[src/hdl/msp_pkg.sv]
`default_nettype none

package msp_pkg;

   // Result word kinds
   localparam logic [2:0] KIND_REPLY   = 3'd0;
   localparam logic [2:0] KIND_TOPIC   = 3'd1;
   localparam logic [2:0] KIND_PAYLOAD = 3'd2;
   localparam logic [2:0] KIND_DONE    = 3'd3;
   localparam logic [2:0] KIND_ERROR   = 3'd4;
   localparam logic [2:0] KIND_HANGUP  = 3'd5;

   // Commands passed from the parser to the result sequencer
   localparam logic [2:0] OP_NONE     = 3'd0;
   localparam logic [2:0] OP_TOPIC    = 3'd1;
   localparam logic [2:0] OP_PAYLOAD  = 3'd2;
   localparam logic [2:0] OP_PUBACK   = 3'd3;
   localparam logic [2:0] OP_CONNACK  = 3'd4;
   localparam logic [2:0] OP_PINGRESP = 3'd5;
   localparam logic [2:0] OP_ERROR    = 3'd6;
   localparam logic [2:0] OP_HANGUP   = 3'd7;

   // Reply header bytes
   localparam logic [7:0] HDR_CONNACK  = 8'h20;
   localparam logic [7:0] HDR_PINGRESP = 8'hD0;
   localparam logic [7:0] HDR_PUBACK   = 8'h40;
   localparam logic [7:0] HDR_PUBREC   = 8'h50;
   localparam logic [7:0] REPLY_LEN    = 8'h02;
   localparam logic [7:0] CONNACK_SP   = 8'h01;
   localparam logic [7:0] BYTE_ZERO    = 8'h00;

   localparam logic [1:0] QOS_ONE = 2'd1;

   typedef struct packed {
      logic [2:0]  op;
      logic        done;
      logic [1:0]  qos;
      logic [15:0] data;
   } cmd_type;

endpackage

`default_nettype wire

[src/hdl/msp_if.sv]
`default_nettype none

// Received byte channel
interface msp_req_if;
   logic       valid;
   logic       ready;
   logic [7:0] in_byte;
   logic       conn_start;

   modport source (output valid, output in_byte, output conn_start, input ready);
   modport sink (input valid, input in_byte, input conn_start, output ready);
endinterface

// Result word channel
interface msp_rsp_if;
   logic       valid;
   logic       ready;
   logic [2:0] out_kind;
   logic [7:0] out_byte;
   logic [1:0] out_qos;
   logic       out_last;

   modport source (output valid, output out_kind, output out_byte, output out_qos,
                   output out_last, input ready);
   modport sink (input valid, input out_kind, input out_byte, input out_qos,
                 input out_last, output ready);
endinterface

`default_nettype wire

[src/hdl/msp_front.sv]
`default_nettype none

module msp_front #(
   parameter int MAX_LENGTH_BYTES = 3
) (
   input  wire logic          clock,
   input  wire logic          reset,
   msp_req_if.sink            req,
   input  wire logic          queue_full,
   output logic               cmd_push,
   output msp_pkg::cmd_type   cmd
);
   import msp_pkg::*;

   localparam int REM_W = 7 * MAX_LENGTH_BYTES;
   localparam int IDX_W = $clog2(MAX_LENGTH_BYTES + 1);
   localparam int CMP_W = ((REM_W > 17) ? REM_W : 17) + 1;

   // Parser phases
   localparam logic [3:0] PH_TYPE    = 4'd0;
   localparam logic [3:0] PH_LEN     = 4'd1;
   localparam logic [3:0] PH_SKIP    = 4'd2;
   localparam logic [3:0] PH_TLEN_HI = 4'd3;
   localparam logic [3:0] PH_TLEN_LO = 4'd4;
   localparam logic [3:0] PH_TOPIC   = 4'd5;
   localparam logic [3:0] PH_PID_HI  = 4'd6;
   localparam logic [3:0] PH_PID_LO  = 4'd7;
   localparam logic [3:0] PH_PAYLOAD = 4'd8;

   // Packet types
   localparam logic [3:0] T_CONNECT    = 4'd1;
   localparam logic [3:0] T_PUBLISH    = 4'd3;
   localparam logic [3:0] T_PINGREQ    = 4'd12;
   localparam logic [3:0] T_DISCONNECT = 4'd14;

   localparam logic [1:0] QOS_BAD = 2'd3;

   logic [3:0]       phase_ff, phase_in;
   logic             connected_ff, connected_in;
   logic             halted_ff, halted_in;
   logic [3:0]       kind_ff, kind_in;
   logic [1:0]       qos_ff, qos_in;
   logic [REM_W-1:0] rem_ff, rem_in;
   logic [IDX_W-1:0] idx_ff, idx_in;
   logic [7:0]       tlen_hi_ff, tlen_hi_in;
   logic [15:0]      tleft_ff, tleft_in;
   logic [7:0]       pid_hi_ff, pid_hi_in;

   logic [3:0]       cur_phase;
   logic             cur_connected;
   logic             cur_halted;
   logic [7:0]       b;
   logic             accept;
   logic             fail;
   logic             finish;
   logic [2:0]       op;
   logic [15:0]      tlen;
   logic [CMP_W-1:0] tlen_ext;
   logic [CMP_W-1:0] rem_ext;

   assign b         = req.in_byte;
   assign req.ready = !queue_full;
   assign accept    = req.valid && !queue_full;
   assign tlen      = {tlen_hi_ff, b};
   assign tlen_ext  = CMP_W'(tlen);
   assign rem_ext   = CMP_W'(rem_in);

   // Apply a connection restart ahead of the byte
   always_comb begin
      cur_phase     = req.conn_start ? PH_TYPE : phase_ff;
      cur_connected = req.conn_start ? 1'b0 : connected_ff;
      cur_halted    = req.conn_start ? 1'b0 : halted_ff;
   end

   // Parse one byte
   always_comb begin
      phase_in     = cur_phase;
      connected_in = cur_connected;
      halted_in    = cur_halted;
      kind_in      = kind_ff;
      qos_in       = qos_ff;
      rem_in       = rem_ff;
      idx_in       = idx_ff;
      tlen_hi_in   = tlen_hi_ff;
      tleft_in     = tleft_ff;
      pid_hi_in    = pid_hi_ff;
      fail         = 1'b0;
      finish       = 1'b0;
      op           = OP_NONE;
      cmd.data     = {8'h00, b};

      if (!cur_halted) begin
         unique case (cur_phase)
            PH_TYPE: begin
               kind_in = b[7:4];
               qos_in  = (b[7:4] == T_PUBLISH) ? b[2:1] : 2'd0;
               rem_in  = '0;
               idx_in  = '0;
               if ((!cur_connected && b[7:4] != T_CONNECT) || qos_in == QOS_BAD) begin
                  fail = 1'b1;
               end else begin
                  phase_in = PH_LEN;
               end
            end
            PH_LEN: begin
               if (idx_ff >= IDX_W'(MAX_LENGTH_BYTES)) begin
                  fail = 1'b1;
               end else begin
                  // Merge seven length bits at the current byte position
                  for (int k = 0; k < MAX_LENGTH_BYTES; k++) begin
                     if (idx_ff == IDX_W'(k)) begin
                        rem_in[7*k +: 7] = rem_ff[7*k +: 7] | b[6:0];
                     end
                  end
                  idx_in = IDX_W'(idx_ff + 1'b1);
                  if (!b[7]) begin
                     if (kind_ff == T_PUBLISH) begin
                        if (rem_in < REM_W'(2)) begin
                           fail = 1'b1;
                        end else begin
                           phase_in = PH_TLEN_HI;
                        end
                     end else if (rem_in == '0) begin
                        finish = 1'b1;
                     end else begin
                        phase_in = PH_SKIP;
                     end
                  end
               end
            end
            default: begin
               rem_in = rem_ff - 1'b1;
               unique case (cur_phase)
                  PH_TLEN_HI: begin
                     tlen_hi_in = b;
                     phase_in   = PH_TLEN_LO;
                  end
                  PH_TLEN_LO: begin
                     tleft_in = tlen;
                     if (tlen_ext > rem_ext) begin
                        fail = 1'b1;
                     end else if (qos_ff != 2'd0 && tlen_ext + CMP_W'(2) > rem_ext) begin
                        fail = 1'b1;
                     end else if (tlen != 16'd0) begin
                        phase_in = PH_TOPIC;
                     end else begin
                        phase_in = (qos_ff != 2'd0) ? PH_PID_HI : PH_PAYLOAD;
                     end
                  end
                  PH_TOPIC: begin
                     op       = OP_TOPIC;
                     tleft_in = tleft_ff - 1'b1;
                     if (tleft_in == 16'd0) begin
                        phase_in = (qos_ff != 2'd0) ? PH_PID_HI : PH_PAYLOAD;
                     end
                  end
                  PH_PID_HI: begin
                     pid_hi_in = b;
                     phase_in  = PH_PID_LO;
                  end
                  PH_PID_LO: begin
                     op       = OP_PUBACK;
                     cmd.data = {pid_hi_ff, b};
                     phase_in = PH_PAYLOAD;
                  end
                  PH_PAYLOAD: begin
                     op = OP_PAYLOAD;
                  end
                  default: begin
                  end
               endcase
               if (!fail && rem_in == '0) begin
                  finish = 1'b1;
               end
            end
         endcase
      end

      // Turn errors and packet ends into commands
      cmd.op   = op;
      cmd.done = 1'b0;
      cmd.qos  = qos_in;
      if (fail) begin
         cmd.op    = OP_ERROR;
         halted_in = 1'b1;
         phase_in  = PH_TYPE;
      end else if (finish) begin
         phase_in = PH_TYPE;
         cmd.done = 1'b1;
         if (op == OP_NONE) begin
            priority if (kind_in == T_CONNECT) begin
               cmd.op       = OP_CONNACK;
               connected_in = 1'b1;
            end else if (kind_in == T_PINGREQ) begin
               cmd.op = OP_PINGRESP;
            end else if (kind_in == T_DISCONNECT) begin
               cmd.op    = OP_HANGUP;
               cmd.done  = 1'b0;
               halted_in = 1'b1;
            end else begin
               // other types only close the packet
            end
         end
      end
      cmd_push = accept && (fail || finish || op != OP_NONE);
   end

   // Control state
   always_ff @(posedge clock) begin
      if (reset) begin
         phase_ff     <= PH_TYPE;
         connected_ff <= 1'b0;
         halted_ff    <= 1'b0;
         kind_ff      <= '0;
         qos_ff       <= '0;
         rem_ff       <= '0;
         idx_ff       <= '0;
      end else if (accept) begin
         phase_ff     <= phase_in;
         connected_ff <= connected_in;
         halted_ff    <= halted_in;
         kind_ff      <= kind_in;
         qos_ff       <= qos_in;
         rem_ff       <= rem_in;
         idx_ff       <= idx_in;
      end
   end

   // Topic and packet id holding registers
   always_ff @(posedge clock) begin
      if (accept) begin
         tlen_hi_ff <= tlen_hi_in;
         tleft_ff   <= tleft_in;
         pid_hi_ff  <= pid_hi_in;
      end
   end

endmodule

`default_nettype wire

[src/hdl/msp_fifo.sv]
`default_nettype none

module msp_fifo #(
   parameter int DEPTH = 4
) (
   input  wire logic             clock,
   input  wire logic             reset,
   input  wire logic             push,
   input  wire msp_pkg::cmd_type push_cmd,
   input  wire logic             pop,
   output msp_pkg::cmd_type      head,
   output logic                  empty,
   output logic                  full
);
   import msp_pkg::*;

   localparam int PTR_W = (DEPTH > 1) ? $clog2(DEPTH) : 1;
   localparam int CNT_W = $clog2(DEPTH + 1);

   cmd_type          slot_ff [DEPTH];
   logic [PTR_W-1:0] wr_ptr_ff, wr_ptr_in;
   logic [PTR_W-1:0] rd_ptr_ff, rd_ptr_in;
   logic [CNT_W-1:0] count_ff, count_in;
   logic             do_pop;

   assign empty  = (count_ff == '0);
   assign full   = (count_ff == CNT_W'(DEPTH));
   assign head   = slot_ff[rd_ptr_ff];
   assign do_pop = pop && !empty;

   // Advance pointers with wrap
   always_comb begin
      wr_ptr_in = wr_ptr_ff;
      rd_ptr_in = rd_ptr_ff;
      count_in  = count_ff;
      if (push) begin
         wr_ptr_in = (wr_ptr_ff == PTR_W'(DEPTH - 1)) ? '0 : PTR_W'(wr_ptr_ff + 1'b1);
      end
      if (do_pop) begin
         rd_ptr_in = (rd_ptr_ff == PTR_W'(DEPTH - 1)) ? '0 : PTR_W'(rd_ptr_ff + 1'b1);
      end
      if (push && !do_pop) begin
         count_in = CNT_W'(count_ff + 1'b1);
      end else if (do_pop && !push) begin
         count_in = CNT_W'(count_ff - 1'b1);
      end
   end

   always_ff @(posedge clock) begin
      if (reset) begin
         wr_ptr_ff <= '0;
         rd_ptr_ff <= '0;
         count_ff  <= '0;
      end else begin
         wr_ptr_ff <= wr_ptr_in;
         rd_ptr_ff <= rd_ptr_in;
         count_ff  <= count_in;
      end
   end

   // Store the pushed command
   always_ff @(posedge clock) begin
      if (push) begin
         slot_ff[wr_ptr_ff] <= push_cmd;
      end
   end

endmodule

`default_nettype wire

[src/hdl/msp_back.sv]
`default_nettype none

module msp_back (
   input  wire logic             clock,
   input  wire logic             reset,
   input  wire msp_pkg::cmd_type head,
   input  wire logic             empty,
   output logic                  pop,
   msp_rsp_if.source             rsp
);
   import msp_pkg::*;

   logic       valid_ff;
   logic [2:0] kind_ff, kind_in;
   logic [7:0] byte_ff, byte_in;
   logic [1:0] qos_ff;
   logic       last_ff, last_in;
   logic [2:0] idx_ff, idx_in;
   logic [2:0] n_body;
   logic [2:0] total;
   logic       load;

   assign rsp.valid    = valid_ff;
   assign rsp.out_kind = kind_ff;
   assign rsp.out_byte = byte_ff;
   assign rsp.out_qos  = qos_ff;
   assign rsp.out_last = last_ff;

   assign load = !empty && (!valid_ff || rsp.ready);
   assign pop  = load && last_in;

   // Pick the word at the current position of the command
   always_comb begin
      n_body  = 3'd1;
      kind_in = KIND_DONE;
      byte_in = BYTE_ZERO;
      unique case (head.op)
         OP_NONE: begin
            n_body = 3'd0;
         end
         OP_TOPIC: begin
            kind_in = KIND_TOPIC;
            byte_in = head.data[7:0];
         end
         OP_PAYLOAD: begin
            kind_in = KIND_PAYLOAD;
            byte_in = head.data[7:0];
         end
         OP_ERROR: begin
            kind_in = KIND_ERROR;
         end
         OP_HANGUP: begin
            kind_in = KIND_HANGUP;
         end
         OP_CONNACK: begin
            n_body  = 3'd4;
            kind_in = KIND_REPLY;
            unique case (idx_ff[1:0])
               2'd0: byte_in = HDR_CONNACK;
               2'd1: byte_in = REPLY_LEN;
               2'd2: byte_in = CONNACK_SP;
               2'd3: byte_in = BYTE_ZERO;
            endcase
         end
         OP_PINGRESP: begin
            n_body  = 3'd2;
            kind_in = KIND_REPLY;
            byte_in = (idx_ff[0] == 1'b0) ? HDR_PINGRESP : BYTE_ZERO;
         end
         OP_PUBACK: begin
            n_body  = 3'd4;
            kind_in = KIND_REPLY;
            unique case (idx_ff[1:0])
               2'd0: byte_in = (head.qos == QOS_ONE) ? HDR_PUBACK : HDR_PUBREC;
               2'd1: byte_in = REPLY_LEN;
               2'd2: byte_in = head.data[15:8];
               2'd3: byte_in = head.data[7:0];
            endcase
         end
      endcase
      // Past the body only the packet-done word remains
      if (idx_ff >= n_body) begin
         kind_in = KIND_DONE;
         byte_in = BYTE_ZERO;
      end
      total   = n_body + {2'b00, head.done};
      last_in = (3'(idx_ff + 1'b1) == total);
      idx_in  = last_in ? 3'd0 : 3'(idx_ff + 1'b1);
   end

   always_ff @(posedge clock) begin
      if (reset) begin
         valid_ff <= 1'b0;
         idx_ff   <= '0;
      end else begin
         if (load) begin
            valid_ff <= 1'b1;
            idx_ff   <= idx_in;
         end else if (rsp.ready) begin
            valid_ff <= 1'b0;
         end
      end
   end

   // Hold the word until taken
   always_ff @(posedge clock) begin
      if (load) begin
         kind_ff <= kind_in;
         byte_ff <= byte_in;
         qos_ff  <= head.qos;
         last_ff <= last_in;
      end
   end

endmodule

`default_nettype wire

[src/hdl/mqtt_server_packet_parser.sv]
// MQTT server-side fixed header parser.
// req_chan carries one received byte (in_byte) per word; conn_start set on a
// word restarts the connection state before that byte is parsed. rsp_chan
// carries result words: reply, topic and payload bytes plus packet-done,
// error and hangup markers, with out_last on the final word of a byte.
// The parser takes one byte per cycle unless the queue is full and updates
// its state at once; each byte that yields results queues one command in a
// four-entry queue. The result sequencer expands a command into one to five
// words, one per cycle while rsp_chan is ready, behind an output register.
// Sustained rate is one byte per cycle while each byte gives at most one
// word and rsp_chan is ready; a byte with more words holds the output for
// all of them, and the queue fills and drops req ready when the output falls
// behind. A stalled rsp_chan holds its word stable; the parser keeps taking
// bytes until the queue is full. Reset clears the parser to await CONNECT,
// empties the queue and drops rsp valid. After an error or hangup all bytes
// are consumed without results until conn_start.
`default_nettype none

module mqtt_server_packet_parser #(
   parameter int MAX_LENGTH_BYTES = 3
) (
   input  wire logic clock,
   input  wire logic reset,
   msp_req_if.sink   req_chan,
   msp_rsp_if.source rsp_chan
);
   import msp_pkg::*;

   localparam int QUEUE_DEPTH = 4;

   cmd_type push_cmd;
   cmd_type head;
   logic    push;
   logic    pop;
   logic    empty;
   logic    full;

   msp_front #(
      .MAX_LENGTH_BYTES(MAX_LENGTH_BYTES)
   ) u_front (
      .clock     (clock),
      .reset     (reset),
      .req       (req_chan),
      .queue_full(full),
      .cmd_push  (push),
      .cmd       (push_cmd)
   );

   msp_fifo #(
      .DEPTH(QUEUE_DEPTH)
   ) u_fifo (
      .clock   (clock),
      .reset   (reset),
      .push    (push),
      .push_cmd(push_cmd),
      .pop     (pop),
      .head    (head),
      .empty   (empty),
      .full    (full)
   );

   msp_back u_back (
      .clock(clock),
      .reset(reset),
      .head (head),
      .empty(empty),
      .pop  (pop),
      .rsp  (rsp_chan)
   );

endmodule

`default_nettype wire

[src/flat_wrapper.sv]
// flat-port wrapper written by rule: the top's interface ports become plain ports
module mqtt_server_packet_parser_flat import msp_pkg::*;
#(
   parameter int MAX_LENGTH_BYTES = 3
)
  (clock, reset, req_chan_valid, req_chan_in_byte, req_chan_conn_start, req_chan_ready, rsp_chan_valid, rsp_chan_out_kind, rsp_chan_out_byte, rsp_chan_out_qos, rsp_chan_out_last, rsp_chan_ready);
  msp_req_if req_chan_i ();
  msp_rsp_if rsp_chan_i ();
  input  wire logic clock;
  input  wire logic reset;
  input wire logic [$bits(req_chan_i.valid)-1:0] req_chan_valid;
  input wire logic [$bits(req_chan_i.in_byte)-1:0] req_chan_in_byte;
  input wire logic [$bits(req_chan_i.conn_start)-1:0] req_chan_conn_start;
  output wire logic [$bits(req_chan_i.ready)-1:0] req_chan_ready;
  output wire logic [$bits(rsp_chan_i.valid)-1:0] rsp_chan_valid;
  output wire logic [$bits(rsp_chan_i.out_kind)-1:0] rsp_chan_out_kind;
  output wire logic [$bits(rsp_chan_i.out_byte)-1:0] rsp_chan_out_byte;
  output wire logic [$bits(rsp_chan_i.out_qos)-1:0] rsp_chan_out_qos;
  output wire logic [$bits(rsp_chan_i.out_last)-1:0] rsp_chan_out_last;
  input wire logic [$bits(rsp_chan_i.ready)-1:0] rsp_chan_ready;
  assign req_chan_i.valid = req_chan_valid;
  assign req_chan_i.in_byte = req_chan_in_byte;
  assign req_chan_i.conn_start = req_chan_conn_start;
  assign req_chan_ready = req_chan_i.ready;
  assign rsp_chan_valid = rsp_chan_i.valid;
  assign rsp_chan_out_kind = rsp_chan_i.out_kind;
  assign rsp_chan_out_byte = rsp_chan_i.out_byte;
  assign rsp_chan_out_qos = rsp_chan_i.out_qos;
  assign rsp_chan_out_last = rsp_chan_i.out_last;
  assign rsp_chan_i.ready = rsp_chan_ready;
  mqtt_server_packet_parser #(.MAX_LENGTH_BYTES(MAX_LENGTH_BYTES)) u_core (.clock(clock), .reset(reset), .req_chan(req_chan_i), .rsp_chan(rsp_chan_i));
endmodule
[config.mk]
export PLATFORM = sky130hd
export DESIGN_NAME = mqtt_server_packet_parser_flat
export DESIGN_NICKNAME = d
export VERILOG_FILES = /design/src/hdl/msp_pkg.sv /design/src/hdl/msp_if.sv /design/src/hdl/msp_front.sv /design/src/hdl/msp_fifo.sv /design/src/hdl/msp_back.sv /design/src/hdl/mqtt_server_packet_parser.sv /design/src/flat_wrapper.sv
export SDC_FILE = /design/constraint.sdc
export NUM_CORES = 1
export LEC_CHECK = 0
export ABC_AREA = 1
export BUFFER_PORTS_ARGS = -buffer_cell sky130_fd_sc_hd__buf_2
export CORE_MARGIN = 1.5
export CORE_UTILIZATION = 35
export CTS_CLUSTER_DIAMETER = 50
export DETAILED_ROUTE_END_ITERATION = 6
export SKIP_CTS_REPAIR_TIMING = 1
export SKIP_LAST_GASP = 1
export SLEW_MARGIN = 20
export SYNTH_ARGS = -nofsm -noshare
export SYNTH_HDL_FRONTEND = slang
export SYNTH_SLANG_ARGS = --single-unit
[constraint.sdc]
create_clock -name clock -period 6.6 [get_ports clock]
set_input_delay 0.33 -clock clock [delete_from_list [all_inputs] [get_ports clock]]
set_output_delay 0.33 -clock clock [all_outputs]
set_load 0.1 [all_outputs]
* Word level (Yosys, flattened, before mapping)
Memories as Yosys holds them, arrays and structs flattened. A register that Yosys moved wholly into a read port is not among the register bits. Cells that the tools add are included.
Word-level totals: bits in registers 92, RAM bits 88, bits of input ports 13, output and inout port bits 16, logic and storage cells 221, memories kept 1
Memory list:
- u_core.u_fifo.slot_ff | depth 4, width 22, rd ports 1, clocked after Yosys merged registers in 1, write ports 1, RTL line msp_fifo.sv:20 | cmd_type slot_ff [DEPTH];
Operators by class: add/sub/neg operators 10, $lt $le $gt $ge 5, equal/unequal tests 32, mux-type cells 104, bitwise operators 5, reduce and logical (&&, ||, !) cells 45
Operators with widths (count):
- $pmux 8 s4 | 3
- $mux 7 | 12
- $mux 4 | 20
- $mux 16 | 3
- $logic_not 21->1 | 2
- $mux 21 | 2
- $pmux 21 s2 | 1
- $mux 1 | 36
- $pmux 16 s2 | 1
- $gt 16x21->1 | 1
- $gt 17x21->1 | 1
- $lt 21x2->1 const B | 1
- $or 7x7->7 | 3
- $sub 21x1->21 const B | 1
- $mux 2 | 10
- $pmux 4 s5 | 1
- $mux 3 | 6
- $add 16x2->17 const B | 1
- $eq 4x3->1 const B | 4
- $logic_not 16->1 | 1
- $reduce_and 4->1 | 4
- $reduce_bool 16->1 | 1
- $sub 16x1->16 const B | 1
- $eq 3x3->1 const B | 5
- 35 further kinds | 80

* Depth between registers and ports, before layout
depth in word-level cells 27, mapped depth 37, mapped depth without buffers 36

* Modules after synthesis
Synthesis repeated with hierarchy kept, for this count alone.
Unflattened totals: cells, all modules 1417, area total of the unflattened synthesis 11239.5 um^2
Modules (own cells, without submodules):
- msp_front | instances 1, cells an instance 993, area an instance 6272.3 um^2, sequential area each 1661.6 um^2
- msp_fifo | instances 1, cells an instance 278, area an instance 3774.9 um^2, sequential area each 2822.7 um^2
- msp_back | instances 1, cells an instance 146, area an instance 1192.4 um^2, sequential area each 500.5 um^2

* Worst setup path after synthesis
No wires, ideal clock.
path type input to register, from in req_chan_in_byte[3], to mem u_core.u_fifo.slot_ff[0][0] in the netlist's numbering, enable pin, arrival 4.064 ns, slack 2.136 ns, stages on the path 23, cell sequence clkbuf_1 inv_1 nor4_1 nand3_1 nor4_1 nand3_1 nand2_1 inv_1 ha_1 nand4_1 nor2_1 o21ai_0 nand2_1 nand2_1 nand2_1 nand2_1 nand2_1 nand3_4 nand2_1 nand2_1 nand3_2 nand2_2 nor2_1
On the way: longest elaborated chain between the ends 25, elaborated cells on any way between the ends 49
Ends and longest elaborated chain:
- start: declaration | RTL line flat_wrapper.sv:12 | input wire logic [$bits(req_chan_i.in_byte)-1:0] req_chan_in_byte;
- $or 7x7->7 | RTL line msp_front.sv:112 | rem_in[7*k +: 7] = rem_ff[7*k +: 7] | b[6:0];
- $mux 7 | RTL line msp_front.sv:111 | if (idx_ff == IDX_W'(k)) begin
- $mux 7 | RTL line msp_front.sv:106 | if (idx_ff >= IDX_W'(MAX_LENGTH_BYTES)) begin
- $mux 7 | RTL line msp_front.sv:93 | unique case (cur_phase)
- $mux 7 | RTL line msp_front.sv:92 | if (!cur_halted) begin
- $mux 21 | RTL line msp_front.sv:106
- $pmux 21 s2 | RTL line msp_front.sv:93
- $mux 21 | RTL line msp_front.sv:92
- [... 8 more ...]
- $logic_and 1x1->1 | RTL line msp_front.sv:172 | if (!fail && rem_in == '0) begin
- $mux 1 | RTL line msp_front.sv:172
- $pmux 1 s2 | RTL line msp_front.sv:93
- $mux 1 | RTL line msp_front.sv:92
- $logic_or 1x1->1 * (2 in a row) | RTL line msp_front.sv:205 | cmd_push = accept && (fail || finish || op != OP_NONE);
- $logic_and 1x1->1 * | RTL line msp_front.sv:205
- $mux 1 * | RTL line msp_fifo.sv:63 | if (push) begin
- $mux 1 (implied by the code) * | RTL line msp_fifo.sv:64 | slot_ff[wr_ptr_ff] <= push_cmd;
- end: declaration | RTL line msp_fifo.sv:20
Mark *: on every way between the ends. The rest lies on a longest branch, timed or not. The select of a mux whose other input is x is not followed.

* Worst setup path in the final report
from reg u_core.u_front.rem_ff[0], to reg u_core.u_fifo.count_ff[2]
On the way: longest elaborated chain between the ends 26, elaborated cells on any way between the ends 43
Ends and longest elaborated chain:
- start: declaration | RTL line msp_front.sv:43 | logic [REM_W-1:0] rem_ff, rem_in;
- start signal: assignment | RTL line msp_front.sv:224 | rem_ff <= rem_in;
- branches (longest 20 deep; another with $sub 21x1->21)
- $logic_or 1x1->1 * (2 in a row) | RTL line msp_front.sv:205
- $logic_and 1x1->1 * | RTL line msp_front.sv:205
- net u_core.push | RTL line mqtt_server_packet_parser.sv:33 | logic push;
- $logic_not 1->1 | RTL line msp_fifo.sv:44 | end else if (do_pop && !push) begin
- $logic_and 1x1->1 | RTL line msp_fifo.sv:44
- $reduce_bool 2->1 (no line)
- end signal: assignment | RTL line msp_fifo.sv:57 | count_ff <= count_in;
- end: declaration | RTL line msp_fifo.sv:23 | logic [CNT_W-1:0] count_ff, count_in;
Mark *: on every way through the listed nets, which the timed path passes. The select of a mux whose other input is x is not followed. A chain may end at the register's enable or synchronous reset.

==> impl_metrics.tcl <==
set metrics [dict create \
    die_area_um2 32800 \
    status "completed" \
    vias_per_cell 5.25 \
    yosys.area.top_type_share 0.363 \
    most-common-layout-cells "262 x nand2_1, 181 x nor2_1, 171 x inv_1, 134 x edfxtp_1, 104 x o21ai_0" \
    hold_viol 0 \
    hold_class "input port to flop" \
    grt_first_pass_wirelength_um 50100 \
    cts_max_level 4 \
    fin_skew_ns 0.0106 \
    drive_above_1_share 0.0884 \
    rsz0062_at_grt "false" \
    ios 29 \
    ys_types 56 \
    final_common_cell "nand2_1" \
    drv_slew 0 \
    grt_pass1_vias 9068 \
    routed_wirelength_um 31700 \
    die_y_um 181 \
    cts_tree "built" \
    synth_top_flop_cell "edfxtp_1" \
    max_clock_freq_ghz 0.193 \
    critPathMostFrequentCell "nand2_1" \
    maxSlewHeadroom 0.333 \
    num_rows 65 \
    yosysTopAreaCell "edfxtp_1" \
    crit_required_ns 6.94 \
    maxCapViolations 0 \
    setup_viol 0 \
    worstPathArrival_ns 5.53 \
    start_kind "flop" \
    wl_per_cell_um 17.5 \
    synth_edf_count 134 \
    cp_top_family "simple AND/OR/NAND/NOR gates" \
    worst_slack_ns 1.41 \
    detail-route-antenna-nets 0 \
    ys_ff_latch 182 \
    p_leak_nw 5.13 \
    cts_sinks 182 \
    initial_core_util 0.353 \
    final.fill_count 3235 \
    critPathMaxStageDelay_ns 0.58 \
    synth_area_leaders "edfxtp_1 36%, nand2_1 8.9%, dfxtp_1 8.7%" \
    coreArea_um2 31400 \
    drc 0 \
    worst_pin_slew_ns 1.00 \
    syn_area_per_cell_um2 8.09 \
    worst-path-buf-inv 3 \
    synth_nets 1442 \
    cp_max_fo 9 \
    endpoint_kind "flop" \
    drt-initial-drc-count 906 \
    vias 9477 \
    antenna_found_initial 0 \
    syn-cell-area_um2 11100 \
    grt_max_degree 46 \
    cpMaxStageDelayCell "a221oi_1" \
    async_reset_ff_frac 0 \
    min_period_ns 5.19 \
    worstSetupPathType "flop to flop" \
    synthCells 1371 \
    clock_latency_ns 0.45 \
    ir_worst_vdd_uv 283 \
    port_buffers 28 \
    place.gp.congestion 0.994 \
    fin_nets 1460 \
    powerDensity_nw_per_um2 315 \
    drtPass1Iterations 6 \
    final.setup.tns_ns 0 \
    clk_pin_slew_ns 0.07 \
    dp_slack_ns 1.31 \
    power_mw 3.86 \
    grt.total_usage 0.198 \
    cts_buffers 17 \
    synth_warnings 0 \
    area_delta_synth_final_pct 10.6 \
    cts_root_buf "clkbuf_16" \
    fin_crit_sh 0.787 \
    ys_seq_area_frac 0.449 \
    die_w_um 181 \
    cts_buffer_depth 2 \
    place_hpwl_um 22700 \
    gr-total-overflow 0 \
]
-- layout make-up --
| class | count | area, um2 | share of cell area |
|---|---|---|---|
| Timing Repair Buffer | 44 | 260 | 0.0212 |
| Clock buffer | 17 | 425 | 0.0347 |
| Sequential cell | 182 | 4980 | 0.406 |
| Multi-Input combinational cell | 960 | 5250 | 0.428 |
| Tap cell | 402 | 503 | 0.0410 |
| Clock inverter | 15 | 150 | 0.0122 |
| Antenna cell | 1 | 2.50 | 0.000204 |
| Inverter | 184 | 693 | 0.0565 |
-- through the flow --
| stage | hold WS [ns] | utilization | cells | cell area, um2 |
|---|---|---|---|---|
| after floorplan | 0.429 | - | 1371 | 11100 |
| after global placement | 0.481 | 0.372 | 1772 | 11700 |
| after detailed placement | 0.480 | 0.372 | 1772 | 11700 |
| after CTS | 0.241 | 0.391 | 1804 | 12300 |
| after global routing | 0.301 | 0.391 | 1804 | 12300 |
| final | 0.249 | 0.391 | 1805 | 12300 |
-- report_power, final --
group / switching (mW) / leakage (nW) / internal [mW]
combinational: 1.04 / 3.22 / 0.330
clock: 0.511 / 0.285 / 0.505
sequential: 0.0821 / 1.63 / 1.39
-- cell families (layout without fill, tap and decap cells) --
kind of cell | count (synthesis) | count (layout) | synth area share
AO/OA/AOI/OAI | 263 | 263 | 0.141
XOR/XNOR | 34 | 34 | 0.0268
adder cells (fa/ha/maj) | 58 | 58 | 0.0661
buffers and inverters | 229 | 260 | 0.0796
flip-flops | 182 | 182 | 0.449
other | 0 | 1 | 0
AND/OR/NAND/NOR | 605 | 605 | 0.237
-- synth_stat cells, drive strengths merged (5+ instances only) --
cell type / count
clkbuf: 33
nand2: 273
ha: 57
o211ai: 11
o22ai: 17
a211oi: 5
nand3: 62
nand4: 29
inv: 179
nor4: 8
dfxtp: 48
edfxtp: 134
a221oi: 10
clkinv: 5
o21ai: 106
xor2: 28
a21oi: 75
nor3: 24
buf: 12
xnor2: 6
a31oi: 9
nor2: 199
-- path summary, 6_finish.rpt --
path | start | to | slack [ns] | cells after the start
worst max-delay path | u_core.u_front.rem_ff[0]$_SDFFE_PP0P_ | u_core.u_fifo.count_ff[2]$_SDFFE_PP0P_ | 1.41 | 34
worst min-delay path | rsp_chan_ready | u_core.u_back.rsp.valid$_SDFFE_PP0P_ | 0.25 | 4
worst max register to register | u_core.u_front.rem_ff[0]$_SDFFE_PP0P_ | u_core.u_fifo.count_ff[2]$_SDFFE_PP0P_ | 1.41 | 34
worst min register to register | u_core.u_front.connected_ff$_SDFFE_PP0P_ | u_core.u_front.connected_ff$_SDFFE_PP0P_ | 0.50 | 2
-- metal layers --
| metal | share of wire | GRT usage | vias up |
|---|---|---|---|
| li1 | - | - | 4685 |
| met1 | 0.46 | 0.263 | 4456 |
| met2 | 0.47 | 0.331 | 282 |
| met3 | 0.044 | 0.0310 | 54 |
| met4 | 0.028 | 0.0653 | 0 |
| met5 | 0 | 0 | - |
-- registers in the layout, summed over array words and instances, names as in the netlist, named ones only --
register,flops
u_core.u_back.idx_ff,3
u_core.u_back.rsp.out_byte,8
u_core.u_back.rsp.out_kind,3
u_core.u_back.rsp.out_last,1
u_core.u_back.rsp.out_qos,2
u_core.u_back.rsp.valid,1
u_core.u_fifo.count_ff,3
u_core.u_fifo.rd_ptr_ff,2
u_core.u_fifo.slot_ff,88
u_core.u_fifo.wr_ptr_ff,2
u_core.u_front.connected_ff,1
u_core.u_front.halted_ff,1
u_core.u_front.idx_ff,2
u_core.u_front.kind_ff,4
u_core.u_front.phase_ff,4
u_core.u_front.pid_hi_ff,8
u_core.u_front.qos_ff,2
u_core.u_front.rem_ff,21
u_core.u_front.tleft_ff,16
u_core.u_front.tlen_hi_ff,8
-- worst reg2reg max path: cells and delay by family (launching register included) --
family | cells | cell delay, ns
AO/OA/AOI/OAI | 7 | 1.33
buffers and inverters | 3 | 0.31
flip-flops | 1 | 0.33
AND/OR/NAND/NOR | 20 | 2.09
adder cells (fa/ha/maj) | 4 | 1.03
(Power assumes the default switching activity.)
